<file path="config.mk">
export PLATFORM = sky130hd
export DESIGN_NAME = scu_term
export DESIGN_NICKNAME = d
export VERILOG_FILES = /design/src/hdl/scu_pkg.sv /design/src/hdl/scu_term.sv
export SDC_FILE = /design/constraint.sdc
export NUM_CORES = 1
export LEC_CHECK = 0
export ABC_AREA = 0
export BUFFER_PORTS_ARGS = -buffer_cell sky130_fd_sc_hd__buf_4
export CELL_PAD_IN_SITES_DETAIL_PLACEMENT = 0
export CELL_PAD_IN_SITES_GLOBAL_PLACEMENT = 1
export CORE_ASPECT_RATIO = 1.4
export CORE_UTILIZATION = 50
export CTS_CLUSTER_SIZE = 28
export DETAILED_ROUTE_END_ITERATION = 10
export PLACE_DENSITY_LB_ADDON = 0.1
export SYNTH_ARGS = -nofsm -noshare
export SYNTH_HDL_FRONTEND = slang
export SYNTH_SLANG_ARGS = --single-unit
</file>
<file path="constraint.sdc">
create_clock -name i_clk -period 24 [get_ports i_clk]
set_input_delay 7.2 -clock i_clk [delete_from_list [all_inputs] [get_ports i_clk]]
set_output_delay 7.2 -clock i_clk [all_outputs]
set_load 0.1 [all_outputs]
</file>
<file path="src/hdl/scu_pkg.sv">
`timescale 1ns / 1ps
`default_nettype none

package scu_pkg;

    localparam int FRAC_BITS = 16;
    localparam int ANGLE_W   = 18;
    localparam int SINE_W    = 18;
    localparam int COS_W     = 17;
    localparam int TERM_W    = 18;
    localparam int X2_W      = 19;
    localparam int P_W       = 20;
    localparam int ACC_W     = 21;
    localparam int RECIP_W   = 14;
    localparam int ABS_W     = 17;
    localparam int ARG_W     = 34;
    localparam int ROOT_W    = 17;
    localparam int REM_W     = 21;

    localparam logic signed [ACC_W-1:0] ACC_ONE = 21'sh10000;
    localparam logic [ARG_W-1:0] ONE_SQ = 34'h1_0000_0000;

    // One series word in flight: sign of the angle, x^2, running sum, last term.
    typedef struct packed {
        logic                     neg;
        logic [X2_W-1:0]          x2;
        logic signed [ACC_W-1:0]  acc;
        logic [TERM_W-1:0]        term;
    } t_ser;

    // Rounded reciprocals of (2k)(2k+1) with 16 fraction bits.
    function automatic logic [RECIP_W-1:0] recip(input int k);
        logic [RECIP_W-1:0] v;
        case (k)
            1:       v = 14'd10923;
            2:       v = 14'd3277;
            3:       v = 14'd1560;
            4:       v = 14'd910;
            5:       v = 14'd596;
            6:       v = 14'd420;
            7:       v = 14'd312;
            8:       v = 14'd241;
            9:       v = 14'd192;
            10:      v = 14'd156;
            11:      v = 14'd130;
            12:      v = 14'd109;
            13:      v = 14'd93;
            14:      v = 14'd81;
            15:      v = 14'd70;
            default: v = 14'd0;
        endcase
        return v;
    endfunction

endpackage

`default_nettype wire

</file>
<file path="src/hdl/scu_term.sv">
`timescale 1ns / 1ps
`default_nettype none

module scu_term #(
    parameter int K = 1
) (
    input  wire                 i_clk,
    input  wire                 i_rst_n,
    input  wire                 i_valid,
    input  wire scu_pkg::t_ser  i_data,
    output logic                o_valid,
    output scu_pkg::t_ser       o_data
);

    localparam logic [scu_pkg::RECIP_W-1:0] RECIP = scu_pkg::recip(K);

    logic                                       r_va;
    logic                                       r_vb;
    scu_pkg::t_ser                              r_a;
    logic [scu_pkg::P_W-1:0]                    r_p;
    scu_pkg::t_ser                              r_b;
    logic [scu_pkg::P_W-1:0]                    n_p;
    scu_pkg::t_ser                              n_b;
    logic [scu_pkg::TERM_W+scu_pkg::X2_W-1:0]   w_prod1;
    logic [scu_pkg::P_W+scu_pkg::RECIP_W-1:0]   w_prod2;
    logic [scu_pkg::TERM_W-1:0]                 w_term;
    logic signed [scu_pkg::ACC_W-1:0]           w_term_s;

    assign w_prod1 = {{scu_pkg::X2_W{1'b0}}, i_data.term}
                   * {{scu_pkg::TERM_W{1'b0}}, i_data.x2};
    assign n_p     = w_prod1[scu_pkg::FRAC_BITS +: scu_pkg::P_W];

    assign w_prod2  = {{scu_pkg::RECIP_W{1'b0}}, r_p} * {{scu_pkg::P_W{1'b0}}, RECIP};
    assign w_term   = w_prod2[scu_pkg::FRAC_BITS +: scu_pkg::TERM_W];
    assign w_term_s = signed'({{(scu_pkg::ACC_W-scu_pkg::TERM_W){1'b0}}, w_term});

    // Odd steps subtract, even steps add.
    always_comb begin
        n_b      = r_a;
        n_b.term = w_term;
        if ((K % 2) == 1) begin
            n_b.acc = r_a.acc - w_term_s;
        end else begin
            n_b.acc = r_a.acc + w_term_s;
        end
    end

    always_ff @(posedge i_clk) begin
        if (!i_rst_n) begin
            r_va <= 1'b0;
            r_vb <= 1'b0;
        end else begin
            r_va <= i_valid;
            r_vb <= r_va;
        end
        r_a <= i_data;
        r_p <= n_p;
        r_b <= n_b;
    end

    assign o_valid = r_vb;
    assign o_data  = r_b;

endmodule

`default_nettype wire

</file>
==> results.py <==
metrics = {
    "synth": {
        "syn_inst": 2051,
        "yosys_warnings": 0,
        "yosysSeqAreaShare_pct": 12.7,
        "yosysTopAreaCell": "fa_1",
        "synth_area_leaders": "fa_1 38%, ha_1 15%, dfxtp_1 13%",
        "synth_edf_count": 0,
        "synth_top_area_share_pct": 37.7,
        "syn-num-nets": 2697,
        "async_flop_share_pct": 0,
        "synthFlopType": "dfxtp_1",
        "ys_types": 93,
        "ys_ff_latch": 122,
        "syn_area_per_cell_sq_um": 9.35,
        "syn_area_sq_um": 19200,
    },
    "cells_and_area": {
        "syn_to_final_growth_pct": 9.49,
        "final_cell_mix": "502 x inv_1, 361 x fa_1, 266 x nand2_1",
        "final_common_cell": "inv_1",
        "fill_cells": 3501,
        "num_antenna_cells": 0,
        "nets": 2761,
        "drive_gt1_share_pct": 9.35,
    },
    "floorplan": {
        "row_count": 84,
        "die_w_microns": 168,
        "die_h_microns": 234,
        "core-area_sq_um": 37700,
        "die-area_sq_um": 39200,
        "initial_utilization_pct": 50.8,
        "pin_count": 122,
    },
    "route": {
        "wl_microns": 43600,
        "drtIter0Drc": 703,
        "firstDrtPassIters": 5,
        "dr_wl_met3_microns": 1110,
        "top_layer_used": "met4",
        "dr_total_vias": 13354,
        "wl_met2_microns": 24200,
        "antenna_left": 0,
        "met1_length_microns": 16600,
        "post_drt_wl_per_cell_microns": 16.8,
        "drt-vias-per-instance": 5.13,
        "drc": 0,
    },
    "timing": {
        "period_minus_slack_ns": 13.11,
        "setup_tns_ns": 0,
        "drv_slew": 0,
        "worst_pin_slew_ns": 0.607,
        "max_freq_ghz": 0.0763,
        "slew_headroom_pct": 59.2,
        "timing.final.crit_share_pct": 54.6,
        "skew_ns": 0.0121,
        "finalSetupViolCount": 0,
        "timing.final.hold_violations": 0,
        "rsz0062_at_grt": "false",
    },
    "worst_setup_path": {
        "crit_arrival_ns": 13.43,
        "cp-start-kind": "input port",
        "path_class": "in2reg",
        "critical_path.max_fanout": 19,
        "cp-end-kind": "register",
        "cp.required_ns": 24.32,
    },
    "clock_network": {
        "clk-insertion-delay-late_ns": 0.44,
        "htreeDepth": 4,
        "cts_tree": "yes",
        "cts_root_buf": "clkbuf_16",
        "post_cts_resized": 0,
        "postCtsHoldBufs": 0,
        "numCtsBuffers": 17,
        "clk_path_buf_depth": 2,
        "cts_sinks": 122,
        "cts_setup_buffers": 0,
        "clk_pin_slew_ns": 0.06,
    },
    "global_route": {
        "overflow": 0,
        "grt_pass1_wl_microns": 72200,
        "track_usage_pct": 23.9,
        "antenna_found_initial": 0,
        "first_global_vias": 14403,
        "grt_max_degree": 20,
    },
    "outcome": {
        "status": "completed",
    },
    "min_path": {
        "min_path_type": "reg2reg",
    },
    "placement": {
        "gp_congestion": 0.911,
        "hpwl_microns": 36900,
        "io_buffers": 121,
    },
    "run": {
        "drv_cap": 0,
    },
}
sequential cells by signal, indices dropped and copies added (netlist names):
register	count
r_p	20
o_valid	1
r_a	21
o_data	59
n_b	20
r_va	1
final cells by class:
cell class,count,area (sq um),area share [%]
Clock buffer,20,447,2.13
Tap cell,473,592,2.82
Timing Repair Buffer,121,908,4.32
Sequential cell,122,2440,11.6
Inverter,502,1880,8.97
Clock inverter,12,188,0.893
Multi-Input combinational cell,1351,14500,69.2
cells in the mapped netlist (4+ instances only):
cell type and number:
fa_1 361, ha_1 223, clkbuf_1 65, o21a_1 10, a21o_1 14, dfxtp_1 122, o21bai_1 8, a21oi_1 41
a211oi_1 9, xnor2_1 47, a31oi_1 4, and2_1 115, nand4_1 9, nor2_1 49, nand3_1 15, o211ai_1 4
o21ai_0 18, buf_1 6, o211a_1 4, xor2_1 16, nor3_1 17, inv_1 502, nand2_1 266, nor2b_1 8
nand2b_1 10
cell families (layout without fill, tap and decap cells):
kind of cell    after synthesis  in the layout  synth area share (%)
mux                           3              3                 0.163
buf+inv                     578            655                  11.5
compound gates              170            170                  6.97
simple gates                522            522                  13.0
flops                       122            122                  12.7
xor+xnor                     65             65                  3.05
fa+ha+maj                   591            591                  52.6
worst max-delay path, cell delays in order:
cell and delay, ns:
buf_4 0.23, nand2_1 0.12, fa_1 0.54, inv_1 0.05, fa_1 0.53, inv_1 0.05
fa_1 0.49, inv_1 0.05, fa_1 0.53, inv_1 0.05, fa_1 0.47, inv_1 0.05
fa_1 0.43, ha_1 0.31, a211o_1 0.26, a21oi_1 0.21, a21oi_1 0.12, nand2_1 0.08
a21oi_1 0.08, a41o_1 0.34, o2111a_1 0.28, o31ai_1 0.29, nand2b_1 0.13, a21o_1 0.21
a21o_1 0.19, xor2_1 0.14
through the flow:
stage	setup slack, ns	utilization [%]	hold slack (ns)	instances	cell area, sq um
CTS	10.88	55.7	0.326	2601	21000
detailed placement	10.41	54.0	0.313	2569	20400
floorplan	10.47	-	0.310	2051	19200
global placement	10.49	54.0	0.310	2569	20400
global route	10.41	55.7	0.331	2601	21000
finish	10.89	55.7	0.326	2601	21000
per-layer routing:
metal / GRT usage, % / vias to the layer above
met1: 26.2 / 6700
li1: - / 6323
met2: 46.5 / 243
met3: 2.53 / 88
met4: 10.3 / 0
met5: 0 / -
worst paths after layout:
path | cells past startpoint | to | startpoint | slack (ns)
setup / recovery | 26 | r_p[13]$_DFF_P_ | i_data[51] | 10.89
hold / removal | 0 | o_data[45]$_DFF_P_ | n_b[45]$_DFF_P_ | 0.33
setup reg to reg | 33 | o_data[37]$_DFF_P_ | r_p[3]$_DFF_P_ | 15.49
hold reg to reg | 0 | o_data[45]$_DFF_P_ | n_b[45]$_DFF_P_ | 0.33
Power is left out: the tool's default activity adds up to more than one toggle a clock period on the data nets, which glitch-free logic cannot reach.
