--- config.mk ---
export PLATFORM = sky130hd
export DESIGN_NAME = scu_sqrt
export DESIGN_NICKNAME = d
export VERILOG_FILES = /design/src/hdl/scu_pkg.sv /design/src/hdl/scu_sqrt.sv
export SDC_FILE = /design/constraint.sdc
export NUM_CORES = 1
export LEC_CHECK = 0
export ABC_AREA = 1
export ABC_CLOCK_PERIOD_IN_PS = 4500
export BUFFER_PORTS_ARGS = -buffer_cell sky130_fd_sc_hd__buf_2
export CORE_UTILIZATION = 66
export CTS_CLUSTER_SIZE = 40
export DETAILED_ROUTE_END_ITERATION = 12
export GPL_ROUTABILITY_DRIVEN = 0
export HOLD_SLACK_MARGIN = 0.05
export PLACE_DENSITY_LB_ADDON = 0.25
export REMOVE_ABC_BUFFERS = 1
export SYNTH_ARGS = -nofsm -noshare
export SYNTH_HDL_FRONTEND = slang
export SYNTH_SLANG_ARGS = --single-unit
--- constraint.sdc ---
create_clock -name i_clk -period 4.5 [get_ports i_clk]
set_clock_uncertainty 0.1 [all_clocks]
set_input_delay 0.225 -clock i_clk [delete_from_list [all_inputs] [get_ports i_clk]]
set_output_delay 0.225 -clock i_clk [all_outputs]
set_load 0.05 [all_outputs]
--- src/hdl/scu_pkg.sv ---
`timescale 1ns / 1ps
`default_nettype none

package scu_pkg;

    localparam int FRAC_BITS = 16;
    localparam int ANGLE_W   = 18;
    localparam int SINE_W    = 18;
    localparam int COS_W     = 17;
    localparam int TERM_W    = 18;
    localparam int X2_W      = 19;
    localparam int P_W       = 20;
    localparam int ACC_W     = 21;
    localparam int RECIP_W   = 14;
    localparam int ABS_W     = 17;
    localparam int ARG_W     = 34;
    localparam int ROOT_W    = 17;
    localparam int REM_W     = 21;

    localparam logic signed [ACC_W-1:0] ACC_ONE = 21'sh10000;
    localparam logic [ARG_W-1:0] ONE_SQ = 34'h1_0000_0000;

    // One series word in flight: sign of the angle, x^2, running sum, last term.
    typedef struct packed {
        logic                     neg;
        logic [X2_W-1:0]          x2;
        logic signed [ACC_W-1:0]  acc;
        logic [TERM_W-1:0]        term;
    } t_ser;

    // Rounded reciprocals of (2k)(2k+1) with 16 fraction bits.
    function automatic logic [RECIP_W-1:0] recip(input int k);
        logic [RECIP_W-1:0] v;
        case (k)
            1:       v = 14'd10923;
            2:       v = 14'd3277;
            3:       v = 14'd1560;
            4:       v = 14'd910;
            5:       v = 14'd596;
            6:       v = 14'd420;
            7:       v = 14'd312;
            8:       v = 14'd241;
            9:       v = 14'd192;
            10:      v = 14'd156;
            11:      v = 14'd130;
            12:      v = 14'd109;
            13:      v = 14'd93;
            14:      v = 14'd81;
            15:      v = 14'd70;
            default: v = 14'd0;
        endcase
        return v;
    endfunction

endpackage

`default_nettype wire

--- src/hdl/scu_sqrt.sv ---
`timescale 1ns / 1ps
`default_nettype none

module scu_sqrt (
    input  wire                             i_clk,
    input  wire                             i_rst_n,
    input  wire                             i_valid,
    input  wire [scu_pkg::ARG_W-1:0]        i_arg,
    input  wire [scu_pkg::SINE_W-1:0]       i_sine,
    output logic                            o_valid,
    output logic [scu_pkg::ROOT_W-1:0]      o_root,
    output logic [scu_pkg::SINE_W-1:0]      o_sine
);

    localparam int N = scu_pkg::ROOT_W;

    logic                           w_v    [N+1];
    logic [scu_pkg::ARG_W-1:0]      w_arg  [N+1];
    logic [scu_pkg::REM_W-1:0]      w_rem  [N+1];
    logic [scu_pkg::ROOT_W-1:0]     w_root [N+1];
    logic [scu_pkg::SINE_W-1:0]     w_sine [N+1];

    assign w_v[0]    = i_valid;
    assign w_arg[0]  = i_arg;
    assign w_rem[0]  = '0;
    assign w_root[0] = '0;
    assign w_sine[0] = i_sine;

    // One result bit per stage, two argument bits brought down each time.
    for (genvar i = 0; i < N; i++) begin : g_stage
        logic                           r_v;
        logic [scu_pkg::ARG_W-1:0]      r_arg;
        logic [scu_pkg::REM_W-1:0]      r_rem;
        logic [scu_pkg::ROOT_W-1:0]     r_root;
        logic [scu_pkg::SINE_W-1:0]     r_sine;
        logic [scu_pkg::REM_W-1:0]      n_rem;
        logic [scu_pkg::ROOT_W-1:0]     n_root;
        logic [scu_pkg::REM_W-1:0]      w_cur;
        logic [scu_pkg::REM_W-1:0]      w_trial;

        assign w_cur   = {w_rem[i][scu_pkg::REM_W-3:0],
                          w_arg[i][scu_pkg::ARG_W-1 -: 2]};
        assign w_trial = {{(scu_pkg::REM_W-scu_pkg::ROOT_W-2){1'b0}}, w_root[i], 2'b01};

        always_comb begin
            if (w_cur >= w_trial) begin
                n_rem  = w_cur - w_trial;
                n_root = {w_root[i][scu_pkg::ROOT_W-2:0], 1'b1};
            end else begin
                n_rem  = w_cur;
                n_root = {w_root[i][scu_pkg::ROOT_W-2:0], 1'b0};
            end
        end

        always_ff @(posedge i_clk) begin
            if (!i_rst_n) begin
                r_v <= 1'b0;
            end else begin
                r_v <= w_v[i];
            end
            r_arg  <= {w_arg[i][scu_pkg::ARG_W-3:0], 2'b00};
            r_rem  <= n_rem;
            r_root <= n_root;
            r_sine <= w_sine[i];
        end

        assign w_v[i+1]    = r_v;
        assign w_arg[i+1]  = r_arg;
        assign w_rem[i+1]  = r_rem;
        assign w_root[i+1] = r_root;
        assign w_sine[i+1] = r_sine;
    end

    assign o_valid = w_v[N];
    assign o_root  = w_root[N];
    assign o_sine  = w_sine[N];

endmodule

`default_nettype wire
==> results.md <==
- Status: finished clean
- Switching portion of total power: 31.2%
- Vias per cell: 5.07
- Crit. End Element: flop
- Post-CTS Resized: 0
- TritonCTS Buffers: 96
- Slew Limit Fails: 0
- Reg clk slew, reported paths: 0.07 ns
- Vias in the first global route: 26,700
- Hold buffers post-CTS: 56
- Power density over the cells: 589 nW/um^2
- Final setup viols: 0
- Nets: 4,861
- H-tree levels: 3
- Share of cells above drive strength 1: 7.62%
- IO Port Bufs: 90
- RSZ-0062 raised after global routing: no
- Sequential power share: 45.7%
- Ys Warns: 0
- Maximum buffer depth of the clock tree: 3
- Final Util: 76.1%
- Leak Pwr: 22.0 nW
- Gr ovfl total: 0
- Die width: 239 um
- Post-Layout Inst Area: 42,100 sq um
- Area post-placement: 38,200 sq um
- Endpoints failing hold: 0
- Cells after DPL: 5,229
- Area Growth Syn to Fin: 13.7%
- Worst EP required: 4.95 ns
- Vias: 27,700
- Fin cells: 5,459
- DP HPWL: 53,500 um
- Syn Inst Count: 4,420
- Synthesized area per cell: 8.38 sq um
- Slew @ Worst Pin: 0.927 ns
- Slew HR: 38.1%
- Initial antenna violation count: 0
- WP data arrival: 3.07 ns
- Adder-cell share of the synthesized area: 5.78%
- Row cnt: 86
- Postcts setup bufs: 0
- Final ANT Viol Nets: 0
- Peak VDD IR: 0.434 mV
- Core box area: 55,300 sq um
- Filler cells: 3,932
- 1st-pass router iterations: 6
- I/O pin cnt: 91
- Post-Synth Simple-Gate Area: 23.6%
- Multi-input logic area: 13,600 sq um
- Die height: 239 um
- DRT iter0 DRCs: 2,180
- Crit Path Max Fanout: 21
- Crit path buffers/inverters: 2
- Seq cells post-synth: 1,030
- Xor and xnor area share after synthesis: 2.84%
- Netlist cell types: 49
- Sequential-to-total area share from yosys stat: 55.7%
- Sequential cell area: 20,600 sq um
- Worst path cell trace: inv_1, ha_1, a21oi_1, nand2_1, nand2_1, nand2_1, nand2_1, nand2_1, nor2_2, inv_1, nand2_1, nand2_1
- Compound-Gate Fraction of Synth Area: 4.42%
- CTS Sinks: 1,030
- Antenna cells: 0
- Max incr delay on CP: 0.65 ns
- Combinational power share: 20.6%
- Die area: 57,100 sq um
- Most frequent cells in the layout: nand2_1, dfxtp_1, inv_1, nor2_1, nand3_1
- Commonest non-fill, non-tap cell in the layout: nand2_1
- Largest family of logic cells by synthesized area: simple AND/OR/NAND/NOR gates
- Delay-heaviest family, CP: simple AND/OR/NAND/NOR gates
- Top cell by count, worst path: nand2_1
- CTS Root Cell: clkbuf_16
- Sw Pwr: 0.00774 W
- Worst skew pair latency: 0.67 ns
- Worst setup SP type: flop
- Mapped cell area: 37,000 sq um
- Clk pwr share: 33.7%
- Largest net degree at the start of global routing: 24
- Max-cap viol count: 0
- Final WL: 76,600 um
- Crit Path Category: flop to flop
- DR WL/cell: 14.0 um
- Critical-path cell with the highest stage delay: nor2_2
- Starting Density: 67.0%
- F_max: 0.382 GHz
- CTS tree: built
- Final period util: 58.1%
- Internal power: 0.0171 W
- Mux contribution to synthesized area: 0%
- Hold Path Class: input pin to flop
- Drt drc: 0
- Minimum clock period: 2.62 ns
- Total GRT Usage: 27.2%
- Global-route wire length before repair: 126,000 um
- Setup_tns: 0 ns
## synthesized netlist by cell type, drive strengths merged
cell	n	area (sq um)
xnor2	31	272
nor2	364	1470
nand4	42	263
or3	2	12.5
or2	10	62.6
o211ai	4	30.0
a21o	2	15.0
dfxtp	1030	20600
a31oi	1	6.26
inv	683	2570
o21bai	5	48.8
nor3	31	193
nor4	2	12.5
nand2	1357	5170
clkinv	1	3.75
conb	1	3.75
ha	171	2140
and2	4	25.0
o21ai	110	573
nand3b	29	218
a21boi	4	30.0
buf	26	246
o21a	4	30.0
a21oi	160	902
clkbuf	3	11.3
xor2	89	780
nor3b	1	7.51
nand3	248	1290
and3	5	31.3
## power by group through the flow
| stage | Sequential (W) | Clock, W | Combinational, W |
|---|---|---|---|
| global route | 0.0114 | 0.00893 | 0.00579 |
| floorplan | 0.0112 | 0 | 0.00385 |
| detailed placement | 0.0115 | 0 | 0.00491 |
| finish | 0.0113 | 0.00837 | 0.00511 |
| global placement | 0.0115 | 0 | 0.00480 |
| CTS | 0.0113 | 0.00852 | 0.00503 |
## registers in the layout, indices dropped and copies added (netlist names)
name and count:
g_stage.r_sine 288, g_stage.r_rem 282, g_stage.r_arg 272, g_stage.r_root 136
o_sine 18, o_root 17, g_stage.r_v 16, o_valid 1
## through the flow
step	total power, W	setup WS [ns]	hold slack, ns
2_1_floorplan	0.0150	2.41	0.153
3_3_place_gp	0.0162	2.04	0.209
3_5_place_dp	0.0164	1.95	0.212
4_1_cts	0.0249	1.90	0.0554
5_1_grt	0.0262	1.67	0.0795
6_report	0.0248	1.88	0.0834
## final cells by class
cell class / count / area share (%)
clock buffer: 130 / 6.41
clock inverter: 44 / 1.60
inverter: 684 / 6.11
multi-input combinational: 2677 / 32.3
sequential: 1030 / 49.0
tap: 748 / 2.22
timing repair buffer: 146 / 2.40
## path summary, 6_finish.rpt
path                    startpoint                    end  slack, ns  cells past startpoint
min reg2reg  g_stage[11].r_arg[31]  g_stage[12].r_arg[33]       0.22                      0
max reg2reg   g_stage[5].r_root[0]    g_stage[6].r_rem[9]       1.88                     12
min                      i_arg[20]   g_stage[0].r_arg[22]       0.08                      2
max           g_stage[5].r_root[0]    g_stage[6].r_rem[9]       1.88                     12
## cell families after synthesis
kind of cell               count (synthesis)
other                                      1
AOI/OAI and AO/OA                        290
and+or+nand+nor                         2095
xor gates and xnor gates                 120
buffers and inverters                    713
DFF                                     1030
adders and majority gates                171
## layer usage
metal / track usage, % / routed length (um) / vias to the layer above
met1: 32.8 / 31400 / 12400
li1: - / - / 14000
met5: 0 / 0 / -
met4: 12.8 / 3110 / 0
met3: 4.25 / 4890 / 225
met2: 47.5 / 37200 / 985
Note: power is estimated with default switching activity, not from simulation.
